===== src/rtl/lfsc_pkg.sv =====
// shared types, constants and the crc byte fold for the little-endian field serializer
// used by lfsc_front, lfsc_back and le_field_serializer_crc32_top; no dependencies
package lfsc_pkg;

  localparam logic [31:0] CRC_POLY = 32'hEDB88320;
  localparam logic [31:0] CRC_INIT = 32'hFFFFFFFF;
  localparam int unsigned TRAILER_BYTES = 4;

  typedef enum logic [0:0] {
    REG_FRAME_LEN = 1'b0,
    REG_CAPACITY  = 1'b1
  } reg_idx_e;

  typedef enum logic [1:0] {
    ST_IDLE,
    ST_BODY,
    ST_TRAIL
  } back_state_e;

  // input item as seen on the port
  typedef struct packed {
    logic [63:0] field_value;
    logic [1:0]  field_size;
    logic        last_field;
  } in_t;

  // result item
  typedef struct packed {
    logic [7:0] out_byte;
    logic       last_byte;
    logic       size_error;
  } out_t;

  // classified item held in the queue between front and back
  typedef struct packed {
    logic [63:0] data;
    logic [2:0]  last_idx;
    logic        last;
  } work_t;

  // queue head handshake toward the back end
  typedef struct packed {
    logic  valid;
    work_t item;
  } q_head_t;

  // configuration seen by the back end
  typedef struct packed {
    logic [15:0] frame_len;
    logic        cap_ok;
  } cfg_t;

  function automatic logic [31:0] crc_fold(input logic [31:0] crc, input logic [7:0] b);
    logic [31:0] c;
    c = crc ^ {24'd0, b};
    for (int k = 0; k < 8; k++) begin
      c = (c >> 1) ^ (CRC_POLY & {32{c[0]}});
    end
    return c;
  endfunction

endpackage


===== src/rtl/lfsc_front.sv =====
// front end: accepts input items, turns the size code into a last byte index,
// and holds them in a two-entry queue; depends on lfsc_pkg
module lfsc_front (
  input  logic            clk_i,
  input  logic            rst_ni,
  input  logic            in_valid_i,
  output logic            in_stall_o,
  input  lfsc_pkg::in_t   in_data_i,
  output lfsc_pkg::q_head_t head_o,
  input  logic            pop_i
);

  lfsc_pkg::work_t entries_q [2];
  logic            wr_ptr_q, wr_ptr_d;
  logic            rd_ptr_q, rd_ptr_d;
  logic [1:0]      fill_q, fill_d;
  logic            push;
  logic            pop;
  lfsc_pkg::work_t new_item;

  assign in_stall_o = (fill_q == 2'd2);
  assign push       = in_valid_i && !in_stall_o;
  assign pop        = pop_i && (fill_q != 2'd0);

  // size code to index of the last byte: 1, 2, 4 or 8 bytes
  always_comb begin
    new_item.data     = in_data_i.field_value;
    new_item.last     = in_data_i.last_field;
    case (in_data_i.field_size)
      2'd0:    new_item.last_idx = 3'd0;
      2'd1:    new_item.last_idx = 3'd1;
      2'd2:    new_item.last_idx = 3'd3;
      default: new_item.last_idx = 3'd7;
    endcase
  end

  always_comb begin
    wr_ptr_d = push ? ~wr_ptr_q : wr_ptr_q;
    rd_ptr_d = pop ? ~rd_ptr_q : rd_ptr_q;
    fill_d   = fill_q + {1'b0, push} - {1'b0, pop};
  end

  always_ff @(posedge clk_i or negedge rst_ni) begin
    if (!rst_ni) begin
      wr_ptr_q <= 1'b0;
      rd_ptr_q <= 1'b0;
      fill_q   <= 2'd0;
    end else begin
      wr_ptr_q <= wr_ptr_d;
      rd_ptr_q <= rd_ptr_d;
      fill_q   <= fill_d;
    end
  end

  always_ff @(posedge clk_i) begin
    if (push) begin
      entries_q[wr_ptr_q] <= new_item;
    end
  end

  assign head_o.valid = (fill_q != 2'd0);
  assign head_o.item  = entries_q[rd_ptr_q];

endmodule


===== src/rtl/lfsc_back.sv =====
// back end: emits one byte per cycle unless stalled, folds body bytes into the
// crc, counts them, runs the record checks, appends the trailer; depends on lfsc_pkg
module lfsc_back #(
  parameter int unsigned LENGTH_BITS = 16
) (
  input  logic              clk_i,
  input  logic              rst_ni,
  input  lfsc_pkg::cfg_t    cfg_i,
  input  lfsc_pkg::q_head_t head_i,
  output logic              pop_o,
  output logic              out_valid_o,
  input  logic              out_stall_i,
  output lfsc_pkg::out_t    out_data_o
);

  localparam int unsigned SW = ((LENGTH_BITS > 16) ? LENGTH_BITS : 16) + 1;

  lfsc_pkg::back_state_e state_q, state_d;
  logic [63:0]           data_q, data_d;
  logic [2:0]            last_idx_q, last_idx_d;
  logic                  last_q, last_d;
  logic [2:0]            idx_q, idx_d;
  logic [1:0]            tidx_q, tidx_d;
  logic [31:0]           crc_q, crc_d;
  logic [LENGTH_BITS-1:0] cnt_q, cnt_d;
  logic [31:0]           fin_q, fin_d;
  logic                  ovalid_q, ovalid_d;
  lfsc_pkg::out_t        obuf_q, obuf_d;

  logic                  adv;
  logic [7:0]            body_byte;
  logic [31:0]           crc_next;
  logic [LENGTH_BITS-1:0] cnt_next;
  logic                  len_ok;
  logic                  take_next;

  assign adv       = !ovalid_q || !out_stall_i;
  assign body_byte = data_q[{idx_q, 3'b000} +: 8];
  assign crc_next  = lfsc_pkg::crc_fold(crc_q, body_byte);
  assign cnt_next  = (cnt_q == {LENGTH_BITS{1'b1}}) ? cnt_q : cnt_q + LENGTH_BITS'(1);
  // saturated count never passes
  assign len_ok    = (cnt_next != {LENGTH_BITS{1'b1}}) &&
                     ((SW'(cnt_next) + SW'(lfsc_pkg::TRAILER_BYTES)) ==
                      SW'(cfg_i.frame_len));

  always_comb begin
    state_d    = state_q;
    data_d     = data_q;
    last_idx_d = last_idx_q;
    last_d     = last_q;
    idx_d      = idx_q;
    tidx_d     = tidx_q;
    crc_d      = crc_q;
    cnt_d      = cnt_q;
    fin_d      = fin_q;
    ovalid_d   = ovalid_q && out_stall_i;
    obuf_d     = obuf_q;
    take_next  = 1'b0;

    case (state_q)
      lfsc_pkg::ST_IDLE: begin
        take_next = 1'b1;
      end
      lfsc_pkg::ST_BODY: begin
        if (adv) begin
          ovalid_d          = 1'b1;
          obuf_d.out_byte   = body_byte;
          obuf_d.last_byte  = 1'b0;
          obuf_d.size_error = 1'b0;
          crc_d             = crc_next;
          cnt_d             = cnt_next;
          idx_d             = idx_q + 3'd1;
          if (idx_q == last_idx_q) begin
            if (last_q) begin
              crc_d = lfsc_pkg::CRC_INIT;
              cnt_d = '0;
              if (len_ok && cfg_i.cap_ok) begin
                fin_d   = ~crc_next;
                tidx_d  = 2'd0;
                state_d = lfsc_pkg::ST_TRAIL;
              end else begin
                obuf_d.last_byte  = 1'b1;
                obuf_d.size_error = 1'b1;
                take_next         = 1'b1;
              end
            end else begin
              take_next = 1'b1;
            end
          end
        end
      end
      lfsc_pkg::ST_TRAIL: begin
        if (adv) begin
          ovalid_d          = 1'b1;
          obuf_d.out_byte   = fin_q[{tidx_q, 3'b000} +: 8];
          obuf_d.last_byte  = (tidx_q == 2'd3);
          obuf_d.size_error = 1'b0;
          tidx_d            = tidx_q + 2'd1;
          if (tidx_q == 2'd3) begin
            take_next = 1'b1;
          end
        end
      end
      default: begin
        state_d = lfsc_pkg::ST_IDLE;
      end
    endcase

    // load the next queued item as the current one finishes
    if (take_next) begin
      if (head_i.valid) begin
        data_d     = head_i.item.data;
        last_idx_d = head_i.item.last_idx;
        last_d     = head_i.item.last;
        idx_d      = 3'd0;
        state_d    = lfsc_pkg::ST_BODY;
      end else begin
        state_d = lfsc_pkg::ST_IDLE;
      end
    end
  end

  assign pop_o = take_next && head_i.valid;

  always_ff @(posedge clk_i or negedge rst_ni) begin
    if (!rst_ni) begin
      state_q  <= lfsc_pkg::ST_IDLE;
      idx_q    <= 3'd0;
      tidx_q   <= 2'd0;
      crc_q    <= lfsc_pkg::CRC_INIT;
      cnt_q    <= '0;
      ovalid_q <= 1'b0;
    end else begin
      state_q  <= state_d;
      idx_q    <= idx_d;
      tidx_q   <= tidx_d;
      crc_q    <= crc_d;
      cnt_q    <= cnt_d;
      ovalid_q <= ovalid_d;
    end
  end

  always_ff @(posedge clk_i) begin
    data_q     <= data_d;
    last_idx_q <= last_idx_d;
    last_q     <= last_d;
    fin_q      <= fin_d;
    obuf_q     <= obuf_d;
  end

  assign out_valid_o = ovalid_q;
  assign out_data_o  = obuf_q;

endmodule


===== src/rtl/le_field_serializer_crc32_top.sv =====
// top level of the little-endian field serializer with crc-32 trailer
// depends on lfsc_pkg, lfsc_front and lfsc_back
//
// Each input item carries one record field of 1, 2, 4 or 8 bytes. The block
// emits the field's bytes least significant first, one result item per clock
// unless the output stalls, folding each into a reflected crc-32 (poly
// 0xEDB88320, init all ones) and counting body bytes with a saturating counter
// of LENGTH_BITS bits. On the field marked last it checks an unsaturated count,
// body length + 4 == frame length and capacity >= frame length; if all hold
// the inverted crc follows as four bytes, least significant first, the last
// flagged last_byte; otherwise the field's final byte carries last_byte and
// size_error and no trailer follows. The crc and count then restart. Bytes
// go out one at a time; the single-byte output path sets the rate. A queue of
// two entries before the emitter keeps input accepted while results stall,
// until both fill, and an output register holds the result being offered.
// Configuration is a plain write port: index 0 is the expected frame length in
// bytes including the trailer, index 1 is capacity; write only while the block
// is idle.
module le_field_serializer_crc32_top #(
  parameter int unsigned LENGTH_BITS = 16
) (
  input  logic           clk_i,
  input  logic           rst_ni,
  // configuration write port
  input  logic           cfg_we_i,
  input  logic [0:0]     cfg_idx_i,
  input  logic [15:0]    cfg_wdata_i,
  // input items
  input  logic           in_valid_i,
  output logic           in_stall_o,
  input  lfsc_pkg::in_t  in_data_i,
  // result items
  output logic           out_valid_o,
  input  logic           out_stall_i,
  output lfsc_pkg::out_t out_data_o
);

  logic [15:0]       frame_len_q;
  logic [15:0]       capacity_q;
  lfsc_pkg::cfg_t    cfg;
  lfsc_pkg::q_head_t head;
  logic              pop;

  // configuration registers
  always_ff @(posedge clk_i or negedge rst_ni) begin
    if (!rst_ni) begin
      frame_len_q <= 16'd0;
      capacity_q  <= 16'd0;
    end else if (cfg_we_i) begin
      case (cfg_idx_i)
        lfsc_pkg::REG_FRAME_LEN: frame_len_q <= cfg_wdata_i;
        lfsc_pkg::REG_CAPACITY:  capacity_q  <= cfg_wdata_i;
        default: ;
      endcase
    end
  end

  // capacity compare depends only on configuration, so it is settled here
  assign cfg.frame_len = frame_len_q;
  assign cfg.cap_ok    = (capacity_q >= frame_len_q);

  // front: accept and classify items into the queue
  lfsc_front u_front (
    .clk_i      (clk_i),
    .rst_ni     (rst_ni),
    .in_valid_i (in_valid_i),
    .in_stall_o (in_stall_o),
    .in_data_i  (in_data_i),
    .head_o     (head),
    .pop_i      (pop)
  );

  // back: byte emitter, crc, count, checks and trailer
  lfsc_back #(
    .LENGTH_BITS (LENGTH_BITS)
  ) u_back (
    .clk_i       (clk_i),
    .rst_ni      (rst_ni),
    .cfg_i       (cfg),
    .head_i      (head),
    .pop_o       (pop),
    .out_valid_o (out_valid_o),
    .out_stall_i (out_stall_i),
    .out_data_o  (out_data_o)
  );

endmodule


===== config.mk =====
export PLATFORM = sky130hd
export DESIGN_NAME = le_field_serializer_crc32_top
export DESIGN_NICKNAME = d
export VERILOG_FILES = /design/src/rtl/lfsc_pkg.sv /design/src/rtl/lfsc_front.sv /design/src/rtl/lfsc_back.sv /design/src/rtl/le_field_serializer_crc32_top.sv
export SDC_FILE = /design/constraint.sdc
export NUM_CORES = 1
export LEC_CHECK = 0
export BUFFER_PORTS_ARGS = -buffer_cell sky130_fd_sc_hd__buf_4
export CAP_MARGIN = 20
export CORE_ASPECT_RATIO = 1.4
export CORE_MARGIN = 5
export CORE_UTILIZATION = 55
export CTS_CLUSTER_DIAMETER = 200
export DETAILED_ROUTE_END_ITERATION = 8
export PLACE_DENSITY = 0.76
export SLEW_MARGIN = 5
export SYNTH_ARGS = -nofsm -noshare
export SYNTH_HDL_FRONTEND = slang
export SYNTH_HIERARCHICAL = 1
export SYNTH_SLANG_ARGS = --single-unit

===== constraint.sdc =====
create_clock -name clk_i -period 5.5 [get_ports clk_i]
set_input_delay 1.1 -clock clk_i [delete_from_list [all_inputs] [get_ports clk_i]]
set_output_delay 1.1 -clock clk_i [all_outputs]
set_load 0.03 [all_outputs]

# After elaboration in Yosys (flattened, before gate mapping)

Memories as Yosys holds them, arrays and structs flattened. A register that Yosys moved wholly into a read port is not among the register bits.
Index checks and enable logic that the tools add are counted.

Memories kept: 1
Register bits after elaboration: 134
Bits of input ports: 89
Bits in read-only memories: 0
Output and inout bits: 12
RAM bits: 136
Bits in latches: 0

Memory list:

| name              | words | bits a word | rd ports | clocked after Yosys merged registers in | wr ports | RTL line         | text |
|---|---|---|---|---|---|---|---|
| u_front.entries_q | 2     | 68          | 1        | 1                                       | 1        | lfsc_front.sv:13 | `lfsc_pkg::work_t entries_q [2];` |

Divide/modulo/power cells: 0
Reduce and logical (&&, ||, !) cells: 24
Mux-type cells: 40
Multiply operators: 0
Equality and inequality tests: 20
Add/sub/neg operators: 6
Magnitude comparators: 1
Bitwise gates (word level): 13
Shift operators: 2

Operator list:

| cell                    | count |
|---|---|
| $xor A31 B32 Y32        | 8 |
| $mux W32                | 2 |
| $shiftx A64 B7 Y8       | 1 |
| $mux W16                | 3 |
| $not A32 Y32            | 1 |
| $shiftx A32 B6 Y8       | 1 |
| $xor A32 B8 Y32         | 1 |
| $mux W2                 | 13 |
| $mux W10                | 2 |
| $pmux W10 S2            | 1 |
| $add A16 B3 Y17 const B | 1 |
| $eq A17 B16 Y1          | 1 |
| $add A16 B1 Y16 const B | 1 |
| $eq A16 B16 Y1 const B  | 1 |
| $ge A16 B16 Y1          | 1 |
| $ne A16 B16 Y1 const B  | 1 |
| $mux W3                 | 4 |
| $ne A2 B1 Y1 const B    | 6 |
| $ne A3 B1 Y1 const B    | 4 |
| $mux W1                 | 11 |
| $reduce_and A5 Y1       | 2 |
| $pmux W3 S3             | 1 |
| $eq A2 B2 Y1 const B    | 4 |
| $pmux W2 S2             | 2 |
| 17 further kinds        | 33 |

# Longest topological paths before layout

Word-level depth: 14
Gate-level depth with buffers: 23
Depth with buffers taken out: 20

# Hierarchy

The synthesis kept the hierarchy.

Modules (own cells, without submodules):

| module                        | times used | area each (µm²) | sequential area each (µm²) | cells each |
|---|---|---|---|---|
| lfsc_back                     | 1          | 8,334.2         | 4,744.6                    | 650 |
| lfsc_front                    | 1          | 5,166.2         | 4,184.0                    | 233 |
| le_field_serializer_crc32_top | 1          | 1,559.0         | 800.8                      | 140 |

# Worst setup path after synthesis

No wires, ideal clock.

Path kind: flip-flop to flip-flop
From: register u_back.cnt_q[0]
To: register u_back.fin_q[0] (enable)
Stages on the path, launching flop included: 17
Slack: 200 ps
Setup time: 421 ps
Required time: 5,079 ps
Arrival: 4,879 ps
Cells stage by stage: dfrtp_1 ha_1 nand4_1 or4_1 buf_2 clkbuf_1 nand3_1 xnor2_1 ha_1 inv_1 a221o_1 nor4_1 mux2i_1 mux2i_1 a2111oi_0 nand3_1 nor2_1

Word-level cells in the longest chain between the ends: 7
Elaborated cells between the ends (all ways): 9
Those cells by class: add/sub: 2; eq/ne: 3; mux: 1; reduce/logical: 3

Ends and longest elaborated chain:

| what                                              | RTL line         | text |
|---|---|---|
| from (decl)                                       | lfsc_back.sv:25  | `logic [LENGTH_BITS-1:0] cnt_q, cnt_d;` |
| from (signal assigned)                            | lfsc_back.sv:138 | `cnt_q <= cnt_d;` |
| $add A16 B1 Y16 or $eq A16 B16 Y1 (tied branches) | lfsc_back.sv:40  | `assign cnt_next = (cnt_q == {LENGTH_BITS{1'b1}}) ? cnt_q : cnt_q + LENGTH_BITS'(1);` |
| $mux W16 (*)                                      | lfsc_back.sv:40  |  |
| $add A16 B3 Y17                                   | lfsc_back.sv:43  | `((SW'(cnt_next) + SW'(lfsc_pkg::TRAILER_BYTES)) ==` |
| $eq A17 B16 Y1                                    | lfsc_back.sv:43  |  |
| $logic_and A1 B1 Y1 (*)                           | lfsc_back.sv:42  | `assign len_ok = (cnt_next != {LENGTH_BITS{1'b1}}) &&` |
| $logic_and A1 B1 Y1 (*)                           | lfsc_back.sv:77  | `if (len_ok && cfg_i.cap_ok) begin` |
| $reduce_and A5 Y1 (no line) (*)                   | -                |  |
| to (signal assigned)                              | lfsc_back.sv:147 | `fin_q <= fin_d;` |
| to (decl)                                         | lfsc_back.sv:26  | `logic [31:0] fin_q, fin_d;` |

Every way passes the cells marked *; elsewhere a longest branch is shown, timed or not.
A chain may end at the register's enable or synchronous reset.

# Final worst setup path

From: register u_back.cnt_q[9]
To: register u_front.fill_q[1]

Word-level cells in the longest chain between the ends: 14
Elaborated cells between the ends (all ways): 16
Those cells by class: add/sub: 3; eq/ne: 3; mux: 6; reduce/logical: 4

Ends and longest elaborated chain:

| what                                              | RTL line                            | text |
|---|---|---|
| $add A16 B1 Y16 or $eq A16 B16 Y1 (tied branches) | lfsc_back.sv:40                     |  |
| $mux W16 (*)                                      | lfsc_back.sv:40                     |  |
| $add A16 B3 Y17                                   | lfsc_back.sv:43                     |  |
| $eq A17 B16 Y1                                    | lfsc_back.sv:43                     |  |
| $logic_and A1 B1 Y1 (*)                           | lfsc_back.sv:42                     |  |
| $logic_and A1 B1 Y1 (*)                           | lfsc_back.sv:77                     |  |
| $mux W1 (*)                                       | lfsc_back.sv:77                     |  |
| $mux W1 (*)                                       | lfsc_back.sv:74                     | `if (last_q) begin` |
| $mux W1 (*)                                       | lfsc_back.sv:73                     | `if (idx_q == last_idx_q) begin` |
| $mux W1 (*)                                       | lfsc_back.sv:65                     | `if (adv) begin` |
| $pmux W1 S3 (*)                                   | lfsc_back.sv:60                     | `case (state_q)` |
| $logic_and A1 B1 Y1 (*)                           | lfsc_back.sv:123                    | `assign pop_o = take_next && head_i.valid;` |
| named net pop                                     | le_field_serializer_crc32_top.sv:42 | `logic pop;` |
| $logic_and A1 B1 Y1 (*)                           | lfsc_front.sv:23                    | `assign pop = pop_i && (fill_q != 2'd0);` |
| named net u_front.pop                             | lfsc_front.sv:18                    | `logic pop;` |
| $sub A2 B1 Y2 (*)                                 | lfsc_front.sv:40                    | `fill_d = fill_q + {1'b0, push} - {1'b0, pop};` |
| named net u_front.fill_d[1]                       | lfsc_front.sv:16                    | `logic [1:0] fill_q, fill_d;` |
| to (signal assigned)                              | lfsc_front.sv:51                    | `fill_q <= fill_d;` |
| to (decl)                                         | lfsc_front.sv:16                    |  |

Mark *: on every way through the listed nets, which the timed path passes. The rest lies on a longest branch.

==> reports/metrics.cfg <==
[outcome]
status = complete, no violations

[power_and_ir_drop]
p_leak_nw = 6.365
ir_drop_mv = 0.6722
power_density_nw_per_um2 = 724.8
p_total_mw = 12.58

[detailed_routing]
via_per_inst = 5.632
firstDrtPassIters = 7
drc = 0
drt_iter0_markers = 427
vias = 8594
postRouteAntennaNets = 0
routedWlPerCell_um = 19.93
wirelength_um = 30410

[finish]
multi_input_area_um2 = 5032
num_antenna_cells = 0
num-fill-cells = 1906
stdcell_count = 1526
layout-drive-gt1-share_pct = 29.72
layout_commonest_cell = edfxtp_1
fin_nets = 1252
regArea_um2 = 9731
area_growth_pct = 15.20
final_cell_mix = edfxtp_1 (246), buf_4 (122), mux2_2 (88)

[setup_path]
r2r_start = u_back/cnt_q[9]
critical_path.cell_chain = nand4_4 > or4_1 > a21oi_1 > ha_1 > xnor2_1 > nand2_1 > a2111oi_0 > nand2_1 > or4_4 > nor4b_4 > a31oi_1 > and2_2 > and2_1 > ha_1 > inv_1 > ha_1 > xnor2_1 > xnor2_1
r2r-end = u_front/fill_q[1]
path_delay_family = simple AND/OR/NAND/NOR gates
required_ns = 5.93
endpoint = u_front/fill_q[1]
path_depth = 18
critical_path_class = flip-flop to flip-flop
r2r_slack_ns = 0.46
worst_ep_arrival_time_ns = 5.47
slowest_stage = dfrtp_1
cpPeakStageDelay_ns = 0.59
cp_num_buf_inv = 1
worst_setup_path_end_kind = flip-flop
cp_max_fo = 13
rr_worst_depth = 18
crit_start = u_back/cnt_q[9]
cp-start-kind = flip-flop

[sta]
skew_ns = 0.01358
setup_viol = 0
slew_headroom_pct = 25.54
finalMaxSlewViolations = 0
hold_viol = 0
period_minus_slack_ns = 5.040
setup_tns_ns = 0
timing.fmax_mhz = 198.4
rsz0062_at_grt = false
worst_slew_pin_slew_ns = 1.117
min_period_over_period_pct = 91.64

[clock_tree]
tritoncts = built
cts_buffers = 34
clock-sinks = 338
root_buffer = clkbuf_16
cts_max_level = 2
clk_latency_ns = 0.51
post_cts_buffers = 0
clkTransAtPathRegs_ns = 0.06
ctsHoldBuffers = 0
clockBufferDepth = 3
cts_resized = 0

[logic_synthesis]
synth_edf_count = 246
synthDominantCellAreaShare_pct = 49.05
synth_area_um2 = 15060
synth-seq-area-share_pct = 64.61
ys_seq_elements = 338
async_reset_ff_share_pct = 27.22
synthCells = 1023
syn_area_per_cell_um2 = 14.72
yosysWarnings = 6
synth_largest_area_cell = edfxtp_1
ys_types = 65
synth_ff_type = edfxtp_1
synth.net_count = 1138
synth_area_leaders = edfxtp_1 (49%), dfrtp_1 (10%), mux2_2 (6.6%)

[placed_design]
place.detailed.hpwl_um = 20740
gp_congestion = 0.8854
port_buffers = 100
dp_cells = 1465

[global_route]
grt_pass1_wl_um = 47970
antenna_found_initial = 0
grt_max_degree = 70
grt_overflow_total = 0
track_usage_pct = 20.11
grt_pass1_vias = 8931

[floorplan]
die_h_um = 205.8
die-area_um2 = 30840
core_um2 = 26920
die_w_um = 149.9
start_util_pct = 55.95
num_rows = 71
boundaryPins = 101

[min_path]
hp-class = flip-flop to flip-flop

[flow_run]
maxCapViolCount = 0

kinds of logic (layout without fill, tap and decap cells):
| logic type | Yosys count | after routing | synth area share [%] |
|---|---|---|---|
| and+or+nand+nor | 211 | 211 | 7.544 |
| AOI/OAI and AO/OA | 136 | 136 | 5.475 |
| buffers and inverters | 73 | 211 | 2.127 |
| DFF | 338 | 338 | 64.61 |
| xor gates and xnor gates | 106 | 106 | 6.165 |
| muxes | 133 | 133 | 11.92 |
| adders and majority gates | 26 | 26 | 2.160 |
metal layers:
metal / vias up / wire [um] / share of wire (%) / track usage, %
li1: 4043 / - / - / -
met3: 64 / 1391 / 4.6 / 2.996
met2: 231 / 16220 / 53 / 35.94
met1: 4256 / 11680 / 38 / 24.44
met4: 0 / 1123 / 3.7 / 7.946
met5: - / 0 / 0 / 0
flip-flops by register name (all words and copies together) (netlist names):
register / flops
u_back/cnt_q: 16
u_back/tidx_q: 2
u_front/fill_q: 2
u_front/wr_ptr_q: 1
u_front/entries_q: 136
u_back/idx_q: 3
u_back/data_q: 64
u_back/last_idx_q: 3
u_back/out_valid_o: 1
frame_len_q: 16
capacity_q: 16
u_back/last_q: 1
u_back/fin_q: 32
u_back/state_q: 2
u_back/out_data_o: 10
u_front/rd_ptr_q: 1
u_back/crc_q: 32
power by group:
part,switching (mW),internal [mW],total [mW]
Clock,0.911,1.32,2.23
Combinational,3.38,2.31,5.69
Sequential,0.363,4.29,4.66
Total,4.65,7.92,12.6
cell usage after synthesis (3+ instances only):
| cell | count |
|---|---|
| o21bai_1 | 3 |
| o21ai_1 | 3 |
| nand3_1 | 17 |
| o211ai_1 | 4 |
| a22o_1 | 5 |
| a21oi_1 | 53 |
| a31oi_1 | 5 |
| mux2_4 | 10 |
| or4_1 | 3 |
| ha_1 | 26 |
| edfxtp_1 | 246 |
| buf_2 | 10 |
| o31ai_1 | 5 |
| and3b_1 | 4 |
| nand4b_1 | 4 |
| mux2_2 | 88 |
| a2111oi_0 | 4 |
| nor2_1 | 53 |
| nor2b_1 | 3 |
| dfstp_2 | 32 |
| xnor2_1 | 62 |
| nor4_1 | 7 |
| a211oi_1 | 7 |
| nand2_1 | 54 |
| nor4b_1 | 3 |
| clkbuf_1 | 29 |
| and4_1 | 6 |
| and2_1 | 10 |
| nand3b_1 | 4 |
| dfrtp_1 | 60 |
| inv_1 | 26 |
| mux2_1 | 3 |
| buf_1 | 4 |
| nand2b_1 | 5 |
| or2_2 | 7 |
| buf_6 | 3 |
| mux2i_1 | 8 |
| o21ai_0 | 30 |
| mux4_2 | 24 |
| and3_1 | 3 |
| o21a_1 | 3 |
| nor3_1 | 10 |
| nand4_1 | 6 |
| xor2_1 | 44 |
layout make-up:
class / instances / share of cell area (%)
Timing Repair Buffer: 125 / 5.546
Multi-Input combinational cell: 612 / 29.01
Clock buffer: 44 / 5.301
Clock inverter: 16 / 0.8654
Inverter: 26 / 0.5625
Tap cell: 365 / 2.632
Sequential cell: 338 / 56.09
worst min path at each step:
| stage | start | endpoint | slack [ns] | cells after the start |
|---|---|---|---|---|
| floorplan | u_front/fill_q[1] | u_front/fill_q[1] | 0.46 | 1 |
| global placement | capacity_q[0] | capacity_q[0] | 0.48 | 1 |
| detailed placement | capacity_q[0] | capacity_q[0] | 0.49 | 1 |
| CTS | u_front/fill_q[1] | u_front/fill_q[1] | 0.50 | 1 |
| global route | u_front/fill_q[1] | u_front/fill_q[1] | 0.51 | 1 |
| finish | u_front/fill_q[1] | u_front/fill_q[1] | 0.49 | 1 |
metrics by stage:
| stage | setup WS, ns | instance area [um^2] | hold slack, ns | util (%) |
|---|---|---|---|---|
| after floorplan | 0.2003 | 15060 | 0.4604 | - |
| after global placement | 0.5405 | 16240 | 0.4797 | 60.34 |
| after detailed placement | 0.4126 | 16260 | 0.4872 | 60.41 |
| after CTS | 0.3925 | 17330 | 0.5000 | 64.38 |
| after global routing | 0.02907 | 17350 | 0.5123 | 64.45 |
| final | 0.4597 | 17350 | 0.4945 | 64.45 |
(Power assumes the default switching activity.)
